## src/rtl/core/abe_pkg.sv

```systemverilog
`timescale 1ns / 1ps

package abe_pkg;

    localparam int unsigned WORD_W    = 32;
    localparam int unsigned CMD_W     = 5;
    localparam int unsigned IMM_W     = 16;
    localparam int unsigned ADDR_W    = 16;
    localparam int unsigned FLAGS_W   = 3;
    localparam int unsigned IN_DATA_W  = 104;
    localparam int unsigned OUT_DATA_W = 168;

    // One-hot condition flag positions
    localparam int unsigned FLAG_P = 0;
    localparam int unsigned FLAG_N = 1;
    localparam int unsigned FLAG_Z = 2;

    localparam logic [WORD_W-1:0] WORD_STEP = 32'd4;

    typedef enum logic [CMD_W-1:0] {
        CMD_NOP    = 5'd0,
        CMD_HALT   = 5'd1,
        CMD_MOVC   = 5'd2,
        CMD_ADD    = 5'd3,
        CMD_SUB    = 5'd4,
        CMD_MUL    = 5'd5,
        CMD_AND    = 5'd6,
        CMD_OR     = 5'd7,
        CMD_XOR    = 5'd8,
        CMD_CML    = 5'd9,
        CMD_JUMP   = 5'd10,
        CMD_CMP    = 5'd11,
        CMD_BZ     = 5'd12,
        CMD_BNZ    = 5'd13,
        CMD_BP     = 5'd14,
        CMD_BNP    = 5'd15,
        CMD_BN     = 5'd16,
        CMD_BNN    = 5'd17,
        CMD_ADDL   = 5'd18,
        CMD_SUBL   = 5'd19,
        CMD_LOAD   = 5'd20,
        CMD_LOADP  = 5'd21,
        CMD_STORE  = 5'd22,
        CMD_STOREP = 5'd23,
        CMD_JALR   = 5'd24
    } cmd_t;

    typedef logic [FLAGS_W-1:0] flags_t;

    typedef struct packed {
        logic [CMD_W-1:0]         command;
        logic signed [WORD_W-1:0] first_operand;
        logic signed [WORD_W-1:0] second_operand;
        logic signed [IMM_W-1:0]  immediate;
        logic [ADDR_W-1:0]        instr_address;
    } instr_t;

    typedef struct packed {
        logic                     dest_write;
        logic signed [WORD_W-1:0] dest_value;
        logic                     base_write;
        logic signed [WORD_W-1:0] base_value;
        logic                     mem_read;
        logic                     mem_write;
        logic signed [WORD_W-1:0] mem_addr;
        logic signed [WORD_W-1:0] store_data;
        logic                     redirect;
        logic signed [WORD_W-1:0] redirect_addr;
        logic                     halted;
    } result_t;

endpackage

```

## src/rtl/core/abe_input_stage.sv

```systemverilog
`timescale 1ns / 1ps

module abe_input_stage
(
    input  logic                          clk,
    input  logic                          rst_n,
    input  logic                          s_tvalid,
    output logic                          s_tready,
    input  logic [abe_pkg::IN_DATA_W-1:0] s_tdata,
    input  logic                          take,
    output logic                          valid,
    output abe_pkg::instr_t               instr
);
    import abe_pkg::*;

    logic   valid_reg;
    logic   valid_next;
    instr_t instr_reg;
    instr_t instr_unpacked;

    // Unpack the stream word, lowest field first
    always_comb
    begin
        instr_unpacked.command        = s_tdata[4:0];
        instr_unpacked.first_operand  = s_tdata[36:5];
        instr_unpacked.second_operand = s_tdata[68:37];
        instr_unpacked.immediate      = s_tdata[84:69];
        instr_unpacked.instr_address  = s_tdata[100:85];
    end

    assign s_tready = !valid_reg || take;

    always_comb
    begin
        valid_next = valid_reg;
        if (s_tvalid && s_tready)
        begin
            valid_next = 1'b1;
        end
        else if (take)
        begin
            valid_next = 1'b0;
        end
    end

    always_ff @(posedge clk or negedge rst_n)
    begin
        if (!rst_n)
        begin
            valid_reg <= 1'b0;
        end
        else
        begin
            valid_reg <= valid_next;
        end
    end

    always_ff @(posedge clk)
    begin
        if (s_tvalid && s_tready)
        begin
            instr_reg <= instr_unpacked;
        end
    end

    assign valid = valid_reg;
    assign instr = instr_reg;

endmodule

```

## src/rtl/core/abe_exec_unit.sv

```systemverilog
`timescale 1ns / 1ps

module abe_exec_unit
(
    input  abe_pkg::instr_t  instr,
    input  abe_pkg::flags_t  flags,
    output abe_pkg::result_t result,
    output abe_pkg::flags_t  flags_next
);
    import abe_pkg::*;

    logic [WORD_W-1:0] s1;
    logic [WORD_W-1:0] s2;
    logic [WORD_W-1:0] lit;
    logic [WORD_W-1:0] addr;
    logic [WORD_W-1:0] alu_res;
    logic              alu_en;
    logic              taken;
    cmd_t              cmd;

    function automatic flags_t sign_flags(input logic [WORD_W-1:0] r);
        flags_t f;
        f = '0;
        if (r == '0)
        begin
            f[FLAG_Z] = 1'b1;
        end
        else if (r[WORD_W-1])
        begin
            f[FLAG_N] = 1'b1;
        end
        else
        begin
            f[FLAG_P] = 1'b1;
        end
        return f;
    endfunction

    always_comb
    begin
        s1   = instr.first_operand;
        s2   = instr.second_operand;
        lit  = {{(WORD_W-IMM_W){instr.immediate[IMM_W-1]}}, instr.immediate};
        addr = {{(WORD_W-ADDR_W){1'b0}}, instr.instr_address};
        cmd  = cmd_t'(instr.command);

        result     = '0;
        flags_next = flags;
        alu_res    = '0;
        alu_en     = 1'b0;
        taken      = 1'b0;

        unique case (cmd)
            CMD_HALT:   result.halted = 1'b1;
            CMD_MOVC:
            begin
                result.dest_write = 1'b1;
                result.dest_value = lit;
            end
            CMD_ADD:    begin alu_res = s1 + s2; alu_en = 1'b1; end
            CMD_SUB:    begin alu_res = s1 - s2; alu_en = 1'b1; end
            CMD_MUL:    begin alu_res = s1 * s2; alu_en = 1'b1; end
            CMD_AND:    begin alu_res = s1 & s2; alu_en = 1'b1; end
            CMD_OR:     begin alu_res = s1 | s2; alu_en = 1'b1; end
            CMD_XOR:    begin alu_res = s1 ^ s2; alu_en = 1'b1; end
            CMD_ADDL:   begin alu_res = s1 + lit; alu_en = 1'b1; end
            CMD_SUBL:   begin alu_res = s1 - lit; alu_en = 1'b1; end
            CMD_CML:    flags_next = sign_flags(s1 - lit);
            CMD_CMP:    flags_next = sign_flags(s1 - s2);
            CMD_JUMP:
            begin
                result.redirect      = 1'b1;
                result.redirect_addr = s1 + lit;
            end
            CMD_BZ:     taken = flags[FLAG_Z];
            CMD_BNZ:    taken = !flags[FLAG_Z];
            CMD_BP:     taken = flags[FLAG_P];
            CMD_BNP:    taken = !flags[FLAG_P];
            CMD_BN:     taken = flags[FLAG_N];
            CMD_BNN:    taken = !flags[FLAG_N];
            CMD_LOAD, CMD_LOADP:
            begin
                result.mem_read = 1'b1;
                result.mem_addr = s1 + lit;
                if (cmd == CMD_LOADP)
                begin
                    result.base_write = 1'b1;
                    result.base_value = s1 + WORD_STEP;
                end
            end
            CMD_STORE, CMD_STOREP:
            begin
                result.mem_write  = 1'b1;
                result.mem_addr   = s2 + lit;
                result.store_data = s1;
                if (cmd == CMD_STOREP)
                begin
                    result.base_write = 1'b1;
                    result.base_value = s2 + WORD_STEP;
                end
            end
            CMD_JALR:
            begin
                result.dest_write    = 1'b1;
                result.dest_value    = addr + WORD_STEP;
                result.redirect      = 1'b1;
                result.redirect_addr = s1 + lit;
            end
            default:    ;
        endcase

        if (alu_en)
        begin
            result.dest_write = 1'b1;
            result.dest_value = alu_res;
            flags_next        = sign_flags(alu_res);
        end

        // Branch target is relative to the instruction address
        if (taken)
        begin
            result.redirect      = 1'b1;
            result.redirect_addr = addr + lit;
        end
    end

endmodule

```

## src/rtl/core/alu_branch_execute_stage.sv

```systemverilog
// Execute stage: ALU, compare, load/store address and branch resolution.
// Path: input register, then combinational execute, then the result register.
// One instruction per cycle unless m_tready stalls; ready passes back through both registers.
// Condition flags advance as each instruction moves into the result register.
// Reset (rst_n low, asynchronous): both stages empty, condition flags cleared.
`timescale 1ns / 1ps

module alu_branch_execute_stage
(
    input  logic                           clk,
    input  logic                           rst_n,
    // s_tdata: command[4:0], first_operand[36:5], second_operand[68:37],
    //          immediate[84:69], instr_address[100:85], zero fill [103:101]
    input  logic                           s_tvalid,
    output logic                           s_tready,
    input  logic [abe_pkg::IN_DATA_W-1:0]  s_tdata,
    // m_tdata: dest_write[0], dest_value[32:1], base_write[33], base_value[65:34],
    //          mem_read[66], mem_write[67], mem_addr[99:68], store_data[131:100],
    //          redirect[132], redirect_addr[164:133], halted[165], zero fill [167:166]
    output logic                           m_tvalid,
    input  logic                           m_tready,
    output logic [abe_pkg::OUT_DATA_W-1:0] m_tdata
);
    import abe_pkg::*;

    logic    in_valid;
    instr_t  in_instr;
    logic    take;
    result_t exec_result;
    flags_t  exec_flags;

    logic    flags_any;
    flags_t  cond_flags_reg;
    flags_t  cond_flags_next;
    logic    out_valid_reg;
    logic    out_valid_next;
    result_t out_result_reg;

    // Move the held instruction on whenever the result register is free or draining
    assign take = in_valid && (!out_valid_reg || m_tready);

    abe_input_stage u_input_stage
    (
        .clk      (clk),
        .rst_n    (rst_n),
        .s_tvalid (s_tvalid),
        .s_tready (s_tready),
        .s_tdata  (s_tdata),
        .take     (take),
        .valid    (in_valid),
        .instr    (in_instr)
    );

    abe_exec_unit u_exec_unit
    (
        .instr      (in_instr),
        .flags      (cond_flags_reg),
        .result     (exec_result),
        .flags_next (exec_flags)
    );

    // Flags only advance with the instruction that produced them, keeping program order
    always_comb
    begin
        cond_flags_next = take ? exec_flags : cond_flags_reg;
        flags_any       = cond_flags_reg != '0;
    end

    always_comb
    begin
        out_valid_next = out_valid_reg;
        if (take)
        begin
            out_valid_next = 1'b1;
        end
        else if (m_tready)
        begin
            out_valid_next = 1'b0;
        end
    end

    always_ff @(posedge clk or negedge rst_n)
    begin
        if (!rst_n)
        begin
            cond_flags_reg <= '0;
            out_valid_reg  <= 1'b0;
        end
        else
        begin
            cond_flags_reg <= cond_flags_next;
            out_valid_reg  <= out_valid_next;
        end
    end

    // Hold the result until the downstream transfer completes
    always_ff @(posedge clk)
    begin
        if (take)
        begin
            out_result_reg <= exec_result;
        end
    end

    assign m_tvalid = out_valid_reg;

    always_comb
    begin
        m_tdata          = '0;
        m_tdata[0]       = out_result_reg.dest_write;
        m_tdata[32:1]    = out_result_reg.dest_value;
        m_tdata[33]      = out_result_reg.base_write;
        m_tdata[65:34]   = out_result_reg.base_value;
        m_tdata[66]      = out_result_reg.mem_read;
        m_tdata[67]      = out_result_reg.mem_write;
        m_tdata[99:68]   = out_result_reg.mem_addr;
        m_tdata[131:100] = out_result_reg.store_data;
        m_tdata[132]     = out_result_reg.redirect;
        m_tdata[164:133] = out_result_reg.redirect_addr;
        m_tdata[165]     = out_result_reg.halted;
    end

`ifndef SYNTHESIS
    // Flags are never more than one-hot
    assert property (@(posedge clk) disable iff (!rst_n) $onehot0(cond_flags_reg))
        else $error("condition flags not one-hot");

    // Once a flag is set, one always stays set
    assert property (@(posedge clk) disable iff (!rst_n) flags_any |=> flags_any)
        else $error("condition flags returned to all clear");

    // A base update only comes with a memory request
    assert property (@(posedge clk) disable iff (!rst_n)
        (out_valid_reg && out_result_reg.base_write) |->
        (out_result_reg.mem_read || out_result_reg.mem_write))
        else $error("base update without memory request");

    // A redirecting instruction never issues a memory request
    assert property (@(posedge clk) disable iff (!rst_n)
        (out_valid_reg && out_result_reg.redirect) |->
        (!out_result_reg.mem_read && !out_result_reg.mem_write))
        else $error("redirect with memory request");
`endif

endmodule

```

## config.mk

```make
export PLATFORM = sky130hd
export DESIGN_NAME = alu_branch_execute_stage
export DESIGN_NICKNAME = d
export VERILOG_FILES = /design/src/rtl/core/abe_pkg.sv /design/src/rtl/core/abe_input_stage.sv /design/src/rtl/core/abe_exec_unit.sv /design/src/rtl/core/alu_branch_execute_stage.sv
export SDC_FILE = /design/constraint.sdc
export NUM_CORES = 2
export LEC_CHECK = 0
export ABC_AREA = 1
export BUFFER_PORTS_ARGS = -buffer_cell sky130_fd_sc_hd__buf_2
export CAP_MARGIN = 10
export CORE_ASPECT_RATIO = 1.1
export CORE_MARGIN = 3
export CORE_UTILIZATION = 43
export DETAILED_ROUTE_END_ITERATION = 6
export GPL_TIMING_DRIVEN = 0
export SLEW_MARGIN = 20
export SYNTH_ARGS = -nofsm -noshare
export SYNTH_HDL_FRONTEND = slang
export SYNTH_HIERARCHICAL = 1
export SYNTH_SLANG_ARGS = --single-unit
```

## constraint.sdc

```tcl
create_clock -name clk -period 29.5 [get_ports clk]
set_clock_uncertainty 0.15 [all_clocks]
set_input_delay 5.9 -clock clk [delete_from_list [all_inputs] [get_ports clk]]
set_output_delay 5.9 -clock clk [all_outputs]
set_load 0.02 [all_outputs]
```

==> impl_metrics.toml <==
[outcome]
status = "complete, but fails checks"
violations = "design-rule violations"

[global_routing]
grt_pass1_vias = 41000
grt_max_degree = 102
use_met1_pct = 42.52
grt_usage_pct = 38.60
antenna_found_initial = 9
global_route.usage.met2_pct = 66.61
grt_pass1_wl_um = 274700
top_usage_layer = "met2"
gr-total-overflow = 0
use_met3_pct = 5.926

[synthesis]
yosysUniqueCellTypes = 65
async_flop_share_pct = 1.838
synthCells = 5656
ys_top_cells_by_area = "fa_1, edfxtp_1, nand2_1"
syn-cell-area_um2 = 41150
avgSynthCellArea_um2 = 7.276
synth_edf_count = 267
synth_area_leader_cell = "fa_1"
ys_warn_count = 6
ys_seq_area_share_pct = 19.79
synth_ff_type = "edfxtp_1"
ys_ff_latch = 272
synth_top_area_share_pct = 20.14

[floorplanning]
die_height_um = 330.5
num_io_pins = 278
coreArea_um2 = 94490
die_w_um = 301.0
start_util_pct = 43.55
dieArea_um2 = 99450
rows = 118

[critical_path]
worst-path-buf-inv = 5
cp.required_ns = 23.45
slowest_stage = "inv_8"
startpoint = "m_tready"
path_cells = "buf_2 > inv_1 > nand2_2 > nand2_4 > inv_8 > inv_1 > nand2_1 > buf_2"
crit_fanout = 67
worst_path_dominant_cell_family = "buffers and inverters"
crit_arrival_ns = 7.16
path_class = "input port to primary output"
slowest_delay_ns = 0.43
cp-end-kind = "primary output"
reg2reg_from = "u_input_stage/instr[69]$_DFFE_PP_"
critPathLaunchType = "input port"

[sta]
fin_crit_ns = 13.21
grt_setup_unrepaired = "false"
layout_setup_ws_ns = 16.29
fin_crit_sh_pct = 44.77
finalSetupViolCount = 0
hold_viol = 0
worstMarginPinSlew_ns = 1.265
drv_slew = 0
fin_tns_setup_ns = 0
clock.fmax_mhz = 75.71
maxSlewHeadroom_pct = 15.64

[cts]
clkLatencyLatePin_ns = 0.64
clock_sinks = 272
cts-root-buf = "clkbuf_16"
cts_buffers = 30
ctsResizeCount = 0
ctsHtreeMaxLevel = 1
hold_buffers = 0
clk_path_buf_depth = 3
post-cts-setup-buffer-count = 0
cts_tree = "yes"
path_clk_slew_ns = 0.06

[placement]
placedCellCount = 7197
gp_congestion = 1.017
place_hpwl_um = 165200
dp_slack_ns = 16.28
numPortBuffers = 272

[drt]
drt-initial-drc-count = 3620
wire_per_inst_um = 26.82
vias_per_cell = 5.613
vias = 40750
wl_um = 194700
drc = 1
drtPass1Iterations = 7
postRouteAntennaNets = 0

[run]
cap_viol_max_count = 0

[cells_and_area]
area_growth_pct = 10.16
fin_cells = 7260
utilization_pct = 47.98
nNetsFinal = 6823
largest_reg_flops = 166
drive_gt1_share_pct = 7.859

[hold_path]
min_from = "cond_flags_reg[0]$_DFFE_PN0P_"
hold_class = "register to register"
## worst paths after layout
kind,endpoint,slack (ns),cells past startpoint
setup / recovery,s_tready,16.29,8
max in group asynchronous,cond_flags_reg[1]$_DFFE_PN0P_,24.14,1
hold / removal,cond_flags_reg[0]$_DFFE_PN0P_,0.38,2
min in group asynchronous,u_input_stage/valid$_DFFE_PN0P_,4.91,1
setup reg to reg,cond_flags_reg[0]$_DFFE_PN0P_,18.97,32
hold reg to reg,cond_flags_reg[0]$_DFFE_PN0P_,0.38,2
## synth_stat cells, types with 22 or more instances
cell type / n
nand2_1: 1398
inv_1: 1159
nor2_1: 440
fa_1: 414
nand3_1: 362
ha_1: 331
edfxtp_1: 267
a21oi_1: 257
o21ai_0: 216
clkbuf_1: 95
o22ai_1: 81
nand4_1: 79
buf_2: 61
xor2_1: 60
nor3_1: 55
buf_1: 34
o21bai_1: 33
nand3b_1: 24
a21o_1: 23
o211ai_1: 23
xnor2_1: 22
## final cells by class
type | instances | area [um^2]
Clock inverter | 18 | 215.2
Inverter | 1178 | 4429
Tap cell | 1260 | 1577
Timing Repair Buffer | 281 | 1568
Sequential cell | 272 | 8143
Buffer | 202 | 887.1
Multi-Input combinational cell | 4005 | 27720
Antenna cell | 7 | 17.52
Clock buffer | 37 | 777.0
Fill cell | 9731 | 49160
## cells in the final DEF (no fill, tap or decap), types with 9 or more instances in the layout
cell,n
buf_4,9
fa_1,414
buf_1,33
nor4_1,20
o21ai_0,216
o21ai_1,18
inv_2,15
nand4_1,79
a21oi_1,256
o22ai_1,81
nor2_1,439
buf_2,333
nand3_1,362
ha_1,331
nand3b_1,24
inv_1,1158
nand2_1,1398
xnor2_1,22
o21bai_1,33
xor2_1,60
a21o_1,23
clkbuf_16,30
edfxtp_1,267
clkbuf_1,101
nor2_2,11
o211ai_1,23
a31oi_1,14
nor3_1,55
## metrics by stage
| step | hold slack, ns | area [um^2] |
|---|---|---|
| 2_1_floorplan | 0.3131 | 41160 |
| 3_3_place_gp | 0.3572 | 44090 |
| 3_5_place_dp | 0.3632 | 44300 |
| 4_1_cts | 0.3786 | 45290 |
| 5_1_grt | 0.4326 | 45320 |
| 6_report | 0.3830 | 45330 |
## layer usage
layer	share of wire, %	wire, um
met1	36	69800
met2	48	93580
met3	6.5	12620
met4	9.6	18730
met5	0.0046	9
## cell families (layout without fill, tap and decap cells)
logic type               after synthesis  count (layout)  share of synthesized area [%]
other                                  1               9                       0.009113
XOR/XNOR                              82              82                          1.745
AO/OA/AOI/OAI                        743             743                          10.43
buffers and inverters               1380            1716                          12.89
adder cells (fa/ha/maj)              745             745                          30.20
AND/OR/NAND/NOR                     2433            2433                          24.93
flip-flops                           272             272                          19.79
## worst register-to-register path: cells and delay by family, from the launching register on
kind          cells  cell delay [ns]
buf+inv           5             1.72
fa+ha+maj         9             4.52
simple gates     18             2.94
flops             1             1.07
Power is left out: the tool's default activity adds up to more than one toggle a clock period on the data nets, which glitch-free logic cannot reach.
